===== src/sv/utfst_pkg.sv =====
`timescale 1ns / 1ps
`default_nettype none
// ----------------------------------------------------------------------------
// utfst_pkg
// Shared types, constants and the lead byte decoder of the utf-8 sanitizer.
// ----------------------------------------------------------------------------
package utfst_pkg;

  localparam int unsigned LimitW     = 12;
  localparam logic [LimitW-1:0] LimitReset = 12'd256;
  localparam int unsigned QueueDepth = 4;
  localparam int unsigned MaxOut     = 4;

  localparam logic [7:0] Qmark   = 8'h3F;
  localparam logic [7:0] CtrlTop = 8'h20;
  localparam logic [7:0] DelChar = 8'h7F;
  localparam logic [7:0] ContLo  = 8'h80;
  localparam logic [7:0] ContHi  = 8'hBF;
  localparam logic [7:0] Lead2Lo = 8'hC2;
  localparam logic [7:0] Lead2Hi = 8'hDF;
  localparam logic [7:0] Lead3Lo = 8'hE0;
  localparam logic [7:0] Lead3Hi = 8'hEF;
  localparam logic [7:0] Lead4Lo = 8'hF0;
  localparam logic [7:0] Lead4Hi = 8'hF4;
  localparam logic [7:0] LeadSurr = 8'hED;
  localparam logic [7:0] SecE0Min = 8'hA0;
  localparam logic [7:0] SecEDMax = 8'h9F;
  localparam logic [7:0] SecF0Min = 8'h90;
  localparam logic [7:0] SecF4Max = 8'h8F;

  // results caused by one input item, in output order
  typedef struct packed {
    logic [2:0]            n;
    logic [MaxOut-1:0][7:0] bytes;
    logic                  last;
    logic                  truncated;
    logic                  sanitized;
  } utfst_group_t;

  // length announced by a lead byte, 0 for a byte that cannot start a sequence
  function automatic logic [2:0] lead_length(input logic [7:0] b);
    logic [2:0] len;
    len = 3'd0;
    if (b < ContLo) begin
      len = 3'd1;
    end else if (b >= Lead2Lo && b <= Lead2Hi) begin
      len = 3'd2;
    end else if (b >= Lead3Lo && b <= Lead3Hi) begin
      len = 3'd3;
    end else if (b >= Lead4Lo && b <= Lead4Hi) begin
      len = 3'd4;
    end
    return len;
  endfunction

endpackage
`default_nettype wire


===== src/sv/utfst_if.sv =====
`timescale 1ns / 1ps
`default_nettype none
// ----------------------------------------------------------------------------
// utfst channel interfaces
// Valid/ready channels for raw bytes, result items and the limit register.
// ----------------------------------------------------------------------------
interface utfst_in_if;
  logic       valid;
  logic       ready;
  logic [7:0] in_byte;
  logic       in_last;
  modport source (output valid, in_byte, in_last, input ready);
  modport sink (input valid, in_byte, in_last, output ready);
endinterface

interface utfst_out_if;
  logic       valid;
  logic       ready;
  logic [7:0] out_byte;
  logic       has_byte;
  logic       out_last;
  logic       truncated;
  logic       sanitized;
  modport source (output valid, out_byte, has_byte, out_last, truncated, sanitized,
                  input ready);
  modport sink (input valid, out_byte, has_byte, out_last, truncated, sanitized,
                output ready);
endinterface

interface utfst_cfg_if;
  logic                         valid;
  logic                         ready;
  logic [utfst_pkg::LimitW-1:0] byte_limit;
  modport source (output valid, byte_limit, input ready);
  modport sink (input valid, byte_limit, output ready);
endinterface
`default_nettype wire


===== src/sv/utfst_front.sv =====
`timescale 1ns / 1ps
`default_nettype none
// ----------------------------------------------------------------------------
// utfst_front
// Decodes one byte per cycle while the queue has room, tracks the open
// sequence and limit, and pushes each item's results as one queue group.
// ----------------------------------------------------------------------------
module utfst_front (
  input  logic                    clk,
  input  logic                    rst,
  utfst_in_if.sink                rx,
  utfst_cfg_if.sink               cfg,
  input  logic                    full,
  output logic                    push,
  output utfst_pkg::utfst_group_t group
);
  import utfst_pkg::*;

  logic [LimitW-1:0] limit;
  logic [2:0][7:0]   pend;
  logic [1:0]        pc;
  logic [2:0]        sl;
  logic [LimitW-1:0] wc;
  logic              cut;
  logic              repl;
  logic              stopped;

  logic              accept;
  logic [7:0]        c;
  logic              is_cont;
  logic              is_ctrl;
  logic [2:0]        flen;
  logic [3:0][7:0]   seq;
  logic [3:0][7:0]   chunk;
  logic [7:0]        second;
  logic              seq_ok;
  logic [2:0]        q;
  logic [2:0]        chunk_len;
  logic              fresh;
  logic              ascii;
  logic [1:0]        pc_mid;
  logic [2:0]        sl_mid;
  logic              pend_we;
  logic [1:0]        pend_idx;
  logic [LimitW-1:0] avail;
  logic [LimitW-1:0] avail2;
  logic              q_fits;
  logic              chunk_fits;
  logic              emit_chunk;
  logic              hit;
  logic [2:0]        kq;
  logic [2:0]        n;
  logic [2:0]        j;

  assign accept  = rx.valid && rx.ready;
  assign rx.ready = !full;
  assign cfg.ready = 1'b1;
  assign c       = rx.in_byte;
  assign is_cont = (c >= ContLo) && (c <= ContHi);
  assign is_ctrl = (c < CtrlTop) || (c == DelChar);
  assign flen    = lead_length(c);

  // the sequence as it stands once this byte is added
  always_comb begin
    for (int i = 0; i < 3; i++) begin
      seq[i] = (pc == 2'(i)) ? c : pend[i];
    end
    seq[3] = c;
  end

  assign second = (pc == 2'd1) ? c : pend[1];
  assign seq_ok = !((pend[0] == Lead3Lo  && second < SecE0Min) ||
                    (pend[0] == LeadSurr && second > SecEDMax) ||
                    (pend[0] == Lead4Lo  && second < SecF0Min) ||
                    (pend[0] == Lead4Hi  && second > SecF4Max));

  // replacements first, then at most one whole chunk of kept bytes
  always_comb begin
    q         = 3'd0;
    chunk_len = 3'd0;
    fresh     = 1'b0;
    ascii     = 1'b0;
    pc_mid    = pc;
    sl_mid    = sl;
    pend_we   = 1'b0;
    pend_idx  = pc;
    if (!stopped) begin
      if (pc == 2'd0) begin
        fresh = 1'b1;
      end else if (!is_cont) begin
        q      = {1'b0, pc};
        pc_mid = 2'd0;
        sl_mid = 3'd0;
        fresh  = 1'b1;
      end else if (({1'b0, pc} + 3'd1) < sl) begin
        pend_we = 1'b1;
        pc_mid  = pc + 2'd1;
      end else begin
        pc_mid = 2'd0;
        sl_mid = 3'd0;
        if (seq_ok) begin
          chunk_len = sl;
        end else begin
          q = sl;
        end
      end
      if (fresh) begin
        if (is_ctrl || flen == 3'd0) begin
          q = q + 3'd1;
        end else if (flen == 3'd1) begin
          chunk_len = 3'd1;
          ascii     = 1'b1;
        end else begin
          pend_we  = 1'b1;
          pend_idx = 2'd0;
          pc_mid   = 2'd1;
          sl_mid   = flen;
        end
      end
      // unfinished sequence at the end of the string
      if (rx.in_last && pc_mid != 2'd0) begin
        q = q + {1'b0, pc_mid};
      end
    end
  end

  assign chunk = ascii ? {24'd0, c} : seq;

  assign avail      = (wc >= limit) ? '0 : (limit - wc);
  assign q_fits     = {{(LimitW-3){1'b0}}, q} <= avail;
  assign avail2     = avail - {{(LimitW-3){1'b0}}, q};
  assign chunk_fits = {{(LimitW-3){1'b0}}, chunk_len} <= avail2;
  assign emit_chunk = q_fits && chunk_fits && (chunk_len != 3'd0);
  assign hit        = !q_fits || ((chunk_len != 3'd0) && !chunk_fits);
  assign kq         = q_fits ? q : avail[2:0];
  assign n          = kq + (emit_chunk ? chunk_len : 3'd0);

  always_comb begin
    group.n         = n;
    group.last      = rx.in_last;
    group.truncated = rx.in_last && (cut || hit);
    group.sanitized = rx.in_last && (repl || kq != 3'd0);
    for (int i = 0; i < MaxOut; i++) begin
      j = 3'(i) - kq;
      group.bytes[i] = (3'(i) < kq) ? Qmark : chunk[j[1:0]];
    end
  end

  assign push = accept && (n != 3'd0 || rx.in_last);

  always_ff @(posedge clk) begin
    if (rst) begin
      limit <= LimitReset;
    end else if (cfg.valid) begin
      limit <= cfg.byte_limit;
    end
  end

  always_ff @(posedge clk) begin
    if (rst) begin
      pc      <= '0;
      sl      <= '0;
      wc      <= '0;
      cut     <= 1'b0;
      repl    <= 1'b0;
      stopped <= 1'b0;
    end else if (accept) begin
      if (rx.in_last) begin
        pc      <= '0;
        sl      <= '0;
        wc      <= '0;
        cut     <= 1'b0;
        repl    <= 1'b0;
        stopped <= 1'b0;
      end else begin
        pc      <= pc_mid;
        sl      <= sl_mid;
        wc      <= wc + {{(LimitW-3){1'b0}}, n};
        cut     <= cut || hit;
        repl    <= repl || (kq != 3'd0);
        stopped <= stopped || hit;
      end
    end
  end

  always_ff @(posedge clk) begin
    if (accept && pend_we) begin
      pend[pend_idx] <= c;
    end
  end

`ifndef SYNTHESIS
  a_clear_after_last: assert property (@(posedge clk) disable iff (rst)
    accept && rx.in_last |=> (pc == 2'd0 && wc == '0 && !stopped && !cut && !repl))
    else $error("string state not cleared after last item");
  a_open_seq_shape: assert property (@(posedge clk) disable iff (rst)
    pc != 2'd0 |-> ({1'b0, pc} < sl && sl <= 3'd4))
    else $error("open sequence count out of range");
  a_no_output_when_stopped: assert property (@(posedge clk) disable iff (rst)
    stopped |-> n == 3'd0)
    else $error("output produced after limit stop");
`endif

endmodule
`default_nettype wire


===== src/sv/utfst_queue.sv =====
`timescale 1ns / 1ps
`default_nettype none
// ----------------------------------------------------------------------------
// utfst_queue
// Short queue of result groups between the decoder and the output stage.
// ----------------------------------------------------------------------------
module utfst_queue #(
  parameter int unsigned Depth = utfst_pkg::QueueDepth
) (
  input  logic                    clk,
  input  logic                    rst,
  input  logic                    push,
  input  utfst_pkg::utfst_group_t wr_group,
  input  logic                    pop,
  output utfst_pkg::utfst_group_t head,
  output logic                    full,
  output logic                    empty
);
  import utfst_pkg::*;

  localparam int unsigned PtrW = (Depth > 1) ? $clog2(Depth) : 1;
  localparam int unsigned CntW = $clog2(Depth + 1);

  utfst_group_t       mem [Depth];
  logic [PtrW-1:0]    wr_ptr;
  logic [PtrW-1:0]    rd_ptr;
  logic [CntW-1:0]    count;

  assign full  = (count == CntW'(Depth));
  assign empty = (count == '0);
  assign head  = mem[rd_ptr];

  always_ff @(posedge clk) begin
    if (rst) begin
      wr_ptr <= '0;
      rd_ptr <= '0;
      count  <= '0;
    end else begin
      if (push) begin
        wr_ptr <= (wr_ptr == PtrW'(Depth - 1)) ? '0 : wr_ptr + 1'b1;
      end
      if (pop) begin
        rd_ptr <= (rd_ptr == PtrW'(Depth - 1)) ? '0 : rd_ptr + 1'b1;
      end
      if (push && !pop) begin
        count <= count + 1'b1;
      end else if (pop && !push) begin
        count <= count - 1'b1;
      end
    end
  end

  always_ff @(posedge clk) begin
    if (push) begin
      mem[wr_ptr] <= wr_group;
    end
  end

`ifndef SYNTHESIS
  a_no_overflow: assert property (@(posedge clk) disable iff (rst)
    push |-> !full || pop)
    else $error("queue overflow");
  a_no_underflow: assert property (@(posedge clk) disable iff (rst)
    pop |-> !empty)
    else $error("queue underflow");
`endif

endmodule
`default_nettype wire


===== src/sv/utfst_back.sv =====
`timescale 1ns / 1ps
`default_nettype none
// ----------------------------------------------------------------------------
// utfst_back
// Unpacks each result group into single items on a registered output.
// ----------------------------------------------------------------------------
module utfst_back (
  input  logic                    clk,
  input  logic                    rst,
  input  utfst_pkg::utfst_group_t head,
  input  logic                    empty,
  output logic                    pop,
  utfst_out_if.source             tx
);
  import utfst_pkg::*;

  logic [1:0] k;
  logic [1:0] last_idx;
  logic       load;
  logic       at_end;
  logic       has;

  // a status-only group still makes one item
  assign has      = (head.n != 3'd0);
  assign last_idx = has ? 2'(head.n - 3'd1) : 2'd0;
  assign at_end   = (k == last_idx);
  assign load     = !empty && (!tx.valid || tx.ready);
  assign pop      = load && at_end;

  always_ff @(posedge clk) begin
    if (rst) begin
      tx.valid <= 1'b0;
      k        <= '0;
    end else if (load) begin
      tx.valid <= 1'b1;
      k        <= at_end ? 2'd0 : k + 2'd1;
    end else if (tx.ready) begin
      tx.valid <= 1'b0;
    end
  end

  always_ff @(posedge clk) begin
    if (load) begin
      tx.out_byte  <= has ? head.bytes[k] : 8'd0;
      tx.has_byte  <= has;
      tx.out_last  <= head.last && at_end;
      tx.truncated <= head.truncated && at_end;
      tx.sanitized <= head.sanitized && at_end;
    end
  end

`ifndef SYNTHESIS
  a_flags_on_last: assert property (@(posedge clk) disable iff (rst)
    tx.valid && (tx.truncated || tx.sanitized || !tx.has_byte) |-> tx.out_last)
    else $error("status on an item that does not close the string");
`endif

endmodule
`default_nettype wire


===== src/sv/utf8_sanitize_truncate_core.sv =====
`timescale 1ns / 1ps
`default_nettype none
// ----------------------------------------------------------------------------
// utf8_sanitize_truncate_core
// UTF-8 sanitizer with a per-string output byte limit.
// ----------------------------------------------------------------------------
// rx carries raw string bytes, one item per byte, in_last on the final byte.
// tx carries result items: a kept byte or '?' with has_byte set, and on the
// final item of each string out_last with the truncated and sanitized flags
// (a status-only item with has_byte clear when the last byte yields nothing).
// cfg writes byte_limit (reset 256); it is always ready and is meant to be
// written between strings.
// The decoder takes one byte per cycle while the group queue has room; each
// byte makes up to four items, sent one per cycle while tx is ready.
// Items go through the queue memory and the output register. Sustained
// rate is one byte per cycle unless the items of a byte outnumber the bytes,
// as at a broken sequence, when the output stage at one item per cycle sets
// the pace and the queue of QDepth groups absorbs the burst.
// A stalled tx holds its item; the queue fills and rx.ready drops.
// Synchronous reset clears the string state, the queue and the output valid.
// ----------------------------------------------------------------------------
module utf8_sanitize_truncate_core #(
  parameter int unsigned QDepth = utfst_pkg::QueueDepth
) (
  input  logic         clk,
  input  logic         rst,
  utfst_in_if.sink     rx,
  utfst_out_if.source  tx,
  utfst_cfg_if.sink    cfg
);
  import utfst_pkg::*;

  utfst_group_t wr_group;
  utfst_group_t head;
  logic         push;
  logic         pop;
  logic         full;
  logic         empty;

  utfst_front u_front (
    .clk   (clk),
    .rst   (rst),
    .rx    (rx),
    .cfg   (cfg),
    .full  (full),
    .push  (push),
    .group (wr_group)
  );

  utfst_queue #(
    .Depth (QDepth)
  ) u_queue (
    .clk      (clk),
    .rst      (rst),
    .push     (push),
    .wr_group (wr_group),
    .pop      (pop),
    .head     (head),
    .full     (full),
    .empty    (empty)
  );

  utfst_back u_back (
    .clk   (clk),
    .rst   (rst),
    .head  (head),
    .empty (empty),
    .pop   (pop),
    .tx    (tx)
  );

endmodule
`default_nettype wire

===== src/flat_wrapper.sv =====
// flat-port wrapper written by rule: the top's interface ports become plain ports
module utf8_sanitize_truncate_core_flat import utfst_pkg::*;
#(
  parameter int unsigned QDepth = utfst_pkg::QueueDepth
)
  (clk, rst, rx_valid, rx_in_byte, rx_in_last, rx_ready, tx_valid, tx_out_byte, tx_has_byte, tx_out_last, tx_truncated, tx_sanitized, tx_ready, cfg_valid, cfg_byte_limit, cfg_ready);
  utfst_in_if rx_i ();
  utfst_out_if tx_i ();
  utfst_cfg_if cfg_i ();
  input  logic clk;
  input  logic rst;
  input wire logic [$bits(rx_i.valid)-1:0] rx_valid;
  input wire logic [$bits(rx_i.in_byte)-1:0] rx_in_byte;
  input wire logic [$bits(rx_i.in_last)-1:0] rx_in_last;
  output wire logic [$bits(rx_i.ready)-1:0] rx_ready;
  output wire logic [$bits(tx_i.valid)-1:0] tx_valid;
  output wire logic [$bits(tx_i.out_byte)-1:0] tx_out_byte;
  output wire logic [$bits(tx_i.has_byte)-1:0] tx_has_byte;
  output wire logic [$bits(tx_i.out_last)-1:0] tx_out_last;
  output wire logic [$bits(tx_i.truncated)-1:0] tx_truncated;
  output wire logic [$bits(tx_i.sanitized)-1:0] tx_sanitized;
  input wire logic [$bits(tx_i.ready)-1:0] tx_ready;
  input wire logic [$bits(cfg_i.valid)-1:0] cfg_valid;
  input wire logic [$bits(cfg_i.byte_limit)-1:0] cfg_byte_limit;
  output wire logic [$bits(cfg_i.ready)-1:0] cfg_ready;
  assign rx_i.valid = rx_valid;
  assign rx_i.in_byte = rx_in_byte;
  assign rx_i.in_last = rx_in_last;
  assign rx_ready = rx_i.ready;
  assign tx_valid = tx_i.valid;
  assign tx_out_byte = tx_i.out_byte;
  assign tx_has_byte = tx_i.has_byte;
  assign tx_out_last = tx_i.out_last;
  assign tx_truncated = tx_i.truncated;
  assign tx_sanitized = tx_i.sanitized;
  assign tx_i.ready = tx_ready;
  assign cfg_i.valid = cfg_valid;
  assign cfg_i.byte_limit = cfg_byte_limit;
  assign cfg_ready = cfg_i.ready;
  utf8_sanitize_truncate_core #(.QDepth(QDepth)) u_core (.clk(clk), .rst(rst), .rx(rx_i), .tx(tx_i), .cfg(cfg_i));
endmodule

===== config.mk =====
export PLATFORM = sky130hd
export DESIGN_NAME = utf8_sanitize_truncate_core_flat
export DESIGN_NICKNAME = d
export VERILOG_FILES = /design/src/sv/utfst_pkg.sv /design/src/sv/utfst_if.sv /design/src/sv/utfst_front.sv /design/src/sv/utfst_queue.sv /design/src/sv/utfst_back.sv /design/src/sv/utf8_sanitize_truncate_core.sv /design/src/flat_wrapper.sv
export SDC_FILE = /design/constraint.sdc
export NUM_CORES = 1
export LEC_CHECK = 0
export BUFFER_PORTS_ARGS = -buffer_cell sky130_fd_sc_hd__buf_2
export CORE_AREA = 2 2 142 144
export DETAILED_ROUTE_END_ITERATION = 8
export DIE_AREA = 0 0 144 146
export PLACE_DENSITY = 0.79
export SLEW_MARGIN = 5
export SYNTH_ARGS = -nofsm -noshare
export SYNTH_HDL_FRONTEND = slang
export SYNTH_HIERARCHICAL = 1
export SYNTH_SLANG_ARGS = --single-unit
export TNS_END_PERCENT = 100

===== constraint.sdc =====
create_clock -name clk -period 25.3 [get_ports clk]
set_clock_uncertainty 0.15 [all_clocks]
set_input_delay 2.53 -clock clk [delete_from_list [all_inputs] [get_ports clk]]
set_output_delay 2.53 -clock clk [all_outputs]
set_load 0.1 [all_outputs]

==> metrics, run 1 <==
unrepaired setup endpoints after global routing=no; largest family of logic cells by synthesized area=multiplexers; Peak Freq=0.0967 GHz; syn_nets=970; I/O Pins=41; synth cell count leaders=188 x edfxtp_1, 68 x nor2_1, 52 x inv_1, 44 x dfxtp_1, 44 x nand2_1; vias in the first global route=7301; Post-synth EDFFs=188; GP Congestion=0.943; clk_lat worst skew=approximately 0.52 ns; register bit total from synthesis=232; Final ANT Viol Nets=0; Post-Route WL=25100 um; Seq/Total Area, Yosys=0.546; Arrival @ worst endpoint=between 10 and 15 ns; Syn-to-layout area delta=9.25%; status=finished clean; # nets final=1004; layout cells sized above 1=0.172; CTS Buf Count=24; vias per cell=roughly 6.3; # setup viols final=0; DP Wirelength=approximately 16000 um; HP Class=reg -> reg; max_cap viols=0; routed len/inst=20.6 um; gr ovfl total=0; count leader, synth=edfxtp_1; Slew HR=0.248; Initial Util=0.618; post-route insts no fill=1218; Area contributors post-synth=edfxtp_1 47%, mux4_2 7.5%, dfxtp_1 7.4%, ha_1 3.9%, mux2i_1 3.5%; Layout Cell Area excl Fill=~13000 um2; clk buf depth=3; fillcell total=1339; ys flop type=edfxtp_1; CP startpoint=rx_in_byte[7]; CP max stage delay=between 0.5 and 0.6 ns; CP Class=in -> reg; crit-path leading delay family=adder cells; H-tree depth=1; PortBufs=39; Worst VDD drop=0.0000537 V; pre-CTS setup slack=14.54 ns; CP startpoint kind=input pin; Critical Path Fanout Max=23; element type at the critical path end=flip-flop; final slew viol count=0; DR pass1 iterations=6; Post-synth ARST share=0; antenna violations before repair=0; first-pass GRT wire length=between 30000 and 40000 um; TritonCTS clock tree=built; setup bufs post-CTS=0; simple-gate share of the synthesized area=0.112; DIE AREA=21000 um2; Final Cycle Share=0.409; post-cts sizing count=0; complex-gate fraction of the synthesized area=0.0986; adder-cell share of the synthesized area=0.0488; Syn Area/Cell=13.3 um2; Inserted Diodes=0; crit path time final=10.34 ns; post-synthesis mux area share=0.141; CP max-delay cell=a21oi_1; Post-Syn Instances=roughly 900; dominant cell type by area after synthesis=edfxtp_1; Die Wd=around 140 um; drt drc=0; total power=1.34 mW; Post-Route Setup TNS=0 ns; DIE HEIGHT=146 um; Root Buffer=clkbuf_16; cts hold-fix bufs=0; Setup WS post-layout=14.96 ns; Multi-input gate area=~5000 um2; top cell type's share of synthesized area=0.473; Sink Count=232; Detailed Route Iter0 Violations=roughly 670; Slew @ Worst Pin=1.13 ns; final hold vios=0; mapped cell area=11900 um2; Min Hold Slack=0.310 ns; Seq. cell area=6530 um2; Final Util=0.675; min-delay src=u_core/u_front/cut$_SDFFE_PP0P_; core box area=19300 um2; number of placed instances, taps included=1174; CP required=25.59 ns; R2R Path Start=u_core/u_front/pc[0]$_SDFFE_PP0P_; Yosys cell types=85; Buf/Inv on CP=3; Area after DPL=12300 um2; Rows=51; YS warnings=6; GRT Util Overall=0.244; clock transition at the registers of the reported paths=0.06 ns; LEAKAGE=4.72 nW; pin count of the biggest net entering global routing=39; DR vias=around 7600; xor/xnor share of the synthesized area=0.0144; P per Cell Area=between 100 and 150 nW/um2
[where the power goes]
group	internal [mW]	switching (mW)	leakage (nW)
Combinational	0.168	0.291	2.25
Sequential	0.502	0.0244	2.09
Clock	0.206	0.144	0.383
[placed cells by master (no fill, tap or decap), types with 6 or more instances in the layout]
cell type    n
xnor2_1     11
mux4_2      40
inv_1       52
edfxtp_1   188
o31ai_1      7
and2_1      13
a211oi_1     7
nand2b_1     6
o32a_1       6
o21a_1       7
buf_4        7
nor2_1      68
nor3_1      19
a21o_1       8
or3_1        6
mux2_2       9
nor3b_1      9
mux4_1       6
nand2_1     44
a22oi_1     11
ha_1        37
fa_1         6
o211ai_1     9
dfxtp_1     43
mux2_4       7
nand3_1      9
and3_1      17
buf_2       39
or2_1        6
xor2_1       6
nor4_1      10
clkbuf_16   24
mux2i_1     42
nor2b_1     14
a21oi_1     34
o21ai_0     21
[tightest hold or removal path, stage by stage, from the launching register on]
cell	delay, ns
dfxtp_1	0.31
inv_1	0.05
a21oi_1	0.05
[layer usage]
layer,routed length (um),track usage,part of all wire
met3,1580,0.0421,0.063
met5,0,0,0
met1,11100,0.353,0.44
met4,467,0.0583,0.019
met2,11900,0.389,0.47
[final timing paths]
kind / end / slack (ns) / cells after the start
hold / removal: u_core/u_front/cut$_SDFFE_PP0P_ / 0.31 / 2
setup / recovery: u_core/u_queue/count[2]$_SDFFE_PP0P_ / 14.96 / 33
hold reg to reg: u_core/u_front/cut$_SDFFE_PP0P_ / 0.31 / 2
setup reg to reg: u_core/u_queue/count[2]$_SDFFE_PP0P_ / 16.08 / 35
[logic make-up after synthesis]
logic type	Yosys count
fa+ha+maj	43
other cells	1
flops	232
xor+xnor	18
simple gates	253
mux	104
buf+inv	90
compound gates	160
[sequential cells by signal, indices dropped and copies added, names as in the netlist, named ones only]
name and count:
u_core/u_back/k 2, u_core/u_back/tx.out_last 1, u_core/u_back/tx.out_byte 8, u_core/u_front/cut 1
u_core/u_queue/wr_ptr 2, u_core/u_back/tx.valid 1, u_core/u_back/tx.truncated 1, u_core/u_front/stopped 1
u_core/u_front/limit 12, u_core/u_front/sl 3, u_core/u_back/tx.sanitized 1, u_core/u_queue/mem 152
u_core/u_queue/count 3, u_core/u_front/pend 24, u_core/u_front/pc 2, u_core/u_queue/rd_ptr 2
u_core/u_back/tx.has_byte 1, u_core/u_front/wc 12, u_core/u_front/repl 1
[cell type report]
class	instances	share of cell area
Inverter	52	0.0150
Multi-Input combinational cell	579	0.380
Tap cell	265	0.0254
Sequential cell	232	0.500
Clock inverter	15	0.0127
Clock buffer	29	0.0475
Timing Repair Buffer	46	0.0190
(Power assumes the default switching activity.)
==> run 2: changes to the inputs <==
--- a/config.mk
+++ b/config.mk
@@ -5,11 +5,12 @@
 export SDC_FILE = /design/constraint.sdc
 export NUM_CORES = 1
 export LEC_CHECK = 0
+export ABC_AREA = 1
 export BUFFER_PORTS_ARGS = -buffer_cell sky130_fd_sc_hd__buf_2
-export CORE_AREA = 2 2 142 144
+export CORE_AREA = 2 2 152 154
 export DETAILED_ROUTE_END_ITERATION = 8
-export DIE_AREA = 0 0 144 146
-export PLACE_DENSITY = 0.79
+export DIE_AREA = 0 0 154 156
+export PLACE_DENSITY = 0.76
 export SLEW_MARGIN = 5
 export SYNTH_ARGS = -nofsm -noshare
 export SYNTH_HDL_FRONTEND = slang
==> constraint.sdc (replaced) <==
create_clock -name clk -period 8.3 [get_ports clk]
set_clock_uncertainty 0.15 [all_clocks]
set_input_delay 0.83 -clock clk [delete_from_list [all_inputs] [get_ports clk]]
set_output_delay 0.83 -clock clk [all_outputs]
set_load 0.1 [all_outputs]
==> metrics, run 2 <==
LEAKAGE=5.65 nW (+20%); status=finished clean; DIE AREA=24000 um2 (+14%); R2R Path Start=u_core/u_front/pc[0]$_SDFFE_PP0P_; drt drc=0 (unchanged); Area contributors post-synth=edfxtp_1 45%, nand2_1 7.9%, dfxtp_1 7.0%, nor2_1 6.2%, nand3_1 4.8%; min-delay src=u_core/u_front/cut$_SDFFE_PP0P_; synth cell count leaders=265 x nand2_1, 206 x nor2_1, 188 x edfxtp_1, 147 x inv_1, 119 x nand3_1; Post-Syn Instances=1413 (+57%); P per Cell Area=306 nW/um2 (+200%); Syn-to-layout area delta=9.30% (about the same); vias in the first global route=9210 (+26%); Die Wd=154 um (+6.9%); crit path time final=7.57 ns; Int Pwr=2.60 mW (+200%); Final ANT Viol Nets=0 (unchanged); routed len/inst=16.0 um (-22%); Switching Share=0.381 (+0.0370); Syn Area/Cell=8.87 um2 (-33%); largest register by flop count=u_core/u_queue/mem; xor/xnor share of the synthesized area=0.00349 (-0.0109); Final Cycle Share=0.912; Worst VDD drop=0.000220 V (+310%); Slew HR=0.426 (+0.178); CP max stage delay=0.50 ns (about the same); first-pass GRT wire length=45800 um (+15%); max_cap viols=0 (unchanged); DP Wirelength=18700 um (+14%); simple-gate share of the synthesized area=0.239 (+0.127); # setup viols final=0 (unchanged); Peak Freq=about 0.13 GHz; Root Buffer=clkbuf_16; CP Class=reg -> reg; CP startpoint kind=flip-flop; dominant cell type by area after synthesis=edfxtp_1; layout cells sized above 1=0.108 (-0.0637); DR vias=9767 (+28%); Post-Route WL=27900 um (+11%); post-cts sizing count=0 (unchanged); sink of the worst hold path=u_core/u_front/cut$_SDFFE_PP0P_; DIE HEIGHT=156 um (+6.8%); clk_lat worst skew=0.53 ns (about the same); clk buf depth=3 (unchanged); H-tree depth=1 (unchanged); number of placed instances, taps included=1695 (+44%); Initial Util=0.560 (-0.0575); PortBufs=39 (unchanged); I/O Pins=41 (unchanged); mapped cell area=12500 um2 (+4.9%); NetSw=1.60 mW (+250%); cts hold-fix bufs=0 (unchanged); CP most frequent cell=nand2_1; core box area=22400 um2 (+16%); Arrival @ worst endpoint=7.83 ns (-2.80 ns); r2r setup slk=0.73 ns (-15.35 ns); most frequent cells in the layout=264 x nand2_1, 206 x nor2_1, 188 x edfxtp_1; clock transition at the registers of the reported paths=0.06 ns (about the same); Hold Crit Depth=2 (unchanged); Rows=55 (+7.8%); Register-to-Register Path Depth=47 (+34%); YS warnings=6 (unchanged); final slew viol count=0 (unchanged); Detailed Route Iter0 Violations=757 (+12%); complex-gate fraction of the synthesized area=0.109 (+0.0107); syn_nets=1482 (+53%); setup bufs post-CTS=0 (unchanged); crit-path leading delay family=adder cells; total power=4.20 mW (+210%); final hold vios=0 (unchanged); pin count of the biggest net entering global routing=78 (+100%); unrepaired setup endpoints after global routing=no; gr ovfl total=0 (unchanged); Largest regs=u_core/u_queue/mem (152), u_core/u_front/pend (24); Seq/Total Area, Yosys=0.521 (-0.0256); HP Class=reg -> reg; CTS Buf Count=26 (+8.3%); Post-synth ARST share=0 (unchanged); max reg flops=152 (unchanged); ys flop type=edfxtp_1; Post-synth EDFFs=188 (unchanged); part of the power in registers=0.384 (-0.010); largest family of logic cells by synthesized area=simple AND/OR/NAND/NOR gates; Post-Route Setup TNS=0 ns (unchanged); CP max-delay cell=dfxtp_1; Yosys cell types=49 (-42%); DR pass1 iterations=5 (-1); CP startpoint=u_core/u_front/pc[0]$_SDFFE_PP0P_; Worst R2R End=u_core/u_front/wc[11]$_SDFFE_PP0P_; element type at the critical path end=flip-flop; CP required=8.56 ns (-17.03 ns); antenna violations before repair=0 (unchanged); combinational power share=0.345 (about the same); Min Hold Slack=0.317 ns (+0.00659 ns); most common cell after layout, fill and taps aside=nand2_1; post-synthesis mux area share=0.00180 (-0.139); Buf/Inv on CP=5 (+2); Sink Count=232 (unchanged); top cell type's share of synthesized area=0.450 (-0.0221); vias per cell=5.60 (-10%); Inserted Diodes=0 (unchanged); GP Congestion=0.985 (+4.4%); adder-cell share of the synthesized area=0.0465 (-0.00229); register bit total from synthesis=232 (unchanged); clock power share=0.271 (+0.009); Final Util=0.612 (-0.0625); GRT Util Overall=0.235 (-0.00872); Critical Path Fanout Max=8 (-65%); TritonCTS clock tree=built; post-route insts no fill=1743 (+43%); count leader, synth=nand2_1; # nets final=1507 (+50%); Slew @ Worst Pin=0.859 ns (-0.267 ns)
[run 2: worst register-to-register path: cells and delay by family, from the launching register on]
kind,cells,cell delay (ns)
fa+ha+maj,9,2.92
simple gates,28,2.84
compound gates,5,0.69
flops,1,0.50
buf+inv,5,0.33
[run 2: power by group through the flow]
stage                     combinational, mW  clock [mW]  sequential, mW
after floorplan                       0.924           0            1.85
after detailed placement               1.43           0            1.63
final                                  1.45        1.14            1.61
after global placement                 1.40           0            1.63
after global routing                   1.61        1.20            1.63
after CTS                              1.44        1.16            1.61
[run 2: layout make-up]
| type | instances | area [um2] |
|---|---|---|
| Multi-Input combinational cell | 968 | 5060 |
| Sequential cell | 232 | 6530 |
| Clock inverter | 15 | 180 |
| Inverter | 159 | 597 |
| Fill cell | 1834 | 8670 |
| Tap cell | 285 | 357 |
| Clock buffer | 33 | 687 |
| Timing Repair Buffer | 51 | 285 |
[run 2: logic make-up (layout without fill, tap and decap cells)]
kind of cell,Yosys count,in the layout
XOR/XNOR,5,5
flip-flops,232,232
buffers and inverters,213,258
AND/OR/NAND/NOR,676,676
AO/OA/AOI/OAI,241,241
multiplexers,2,2
adder cells (fa/ha/maj),43,43
other,1,1
[run 2: metal layers]
| metal | wire length [um] | GRT usage |
|---|---|---|
| met1 | 12700 | 0.333 |
| met2 | 12700 | 0.385 |
| met3 | 1910 | 0.0300 |
| met4 | 516 | 0.0641 |
| met5 | 0 | 0 |
[run 2: through the flow]
stage | setup WS (ns) | area [um2]
detailed placement | 0.418 | 12800
global route | 0.00496 | 13700
global placement | 0.681 | 12800
CTS | 0.396 | 13700
finish | 0.731 | 13700
floorplan | 1.30 | 12500
[run 2: how the worst max path moves through the flow]
stage                                                    end  slack, ns  depth (start not counted)
final                     u_core/u_front/wc[11]$_SDFFE_PP0P_       0.73                         47
after detailed placement  u_core/u_front/wc[10]$_SDFFE_PP0P_       0.42                         47
after floorplan           u_core/u_front/wc[10]$_SDFFE_PP0P_       1.30                         46
after CTS                 u_core/u_front/wc[10]$_SDFFE_PP0P_       0.40                         46
after global placement    u_core/u_front/wc[10]$_SDFFE_PP0P_       0.68                         47
after global routing      u_core/u_front/wc[11]$_SDFFE_PP0P_      0.005                         51
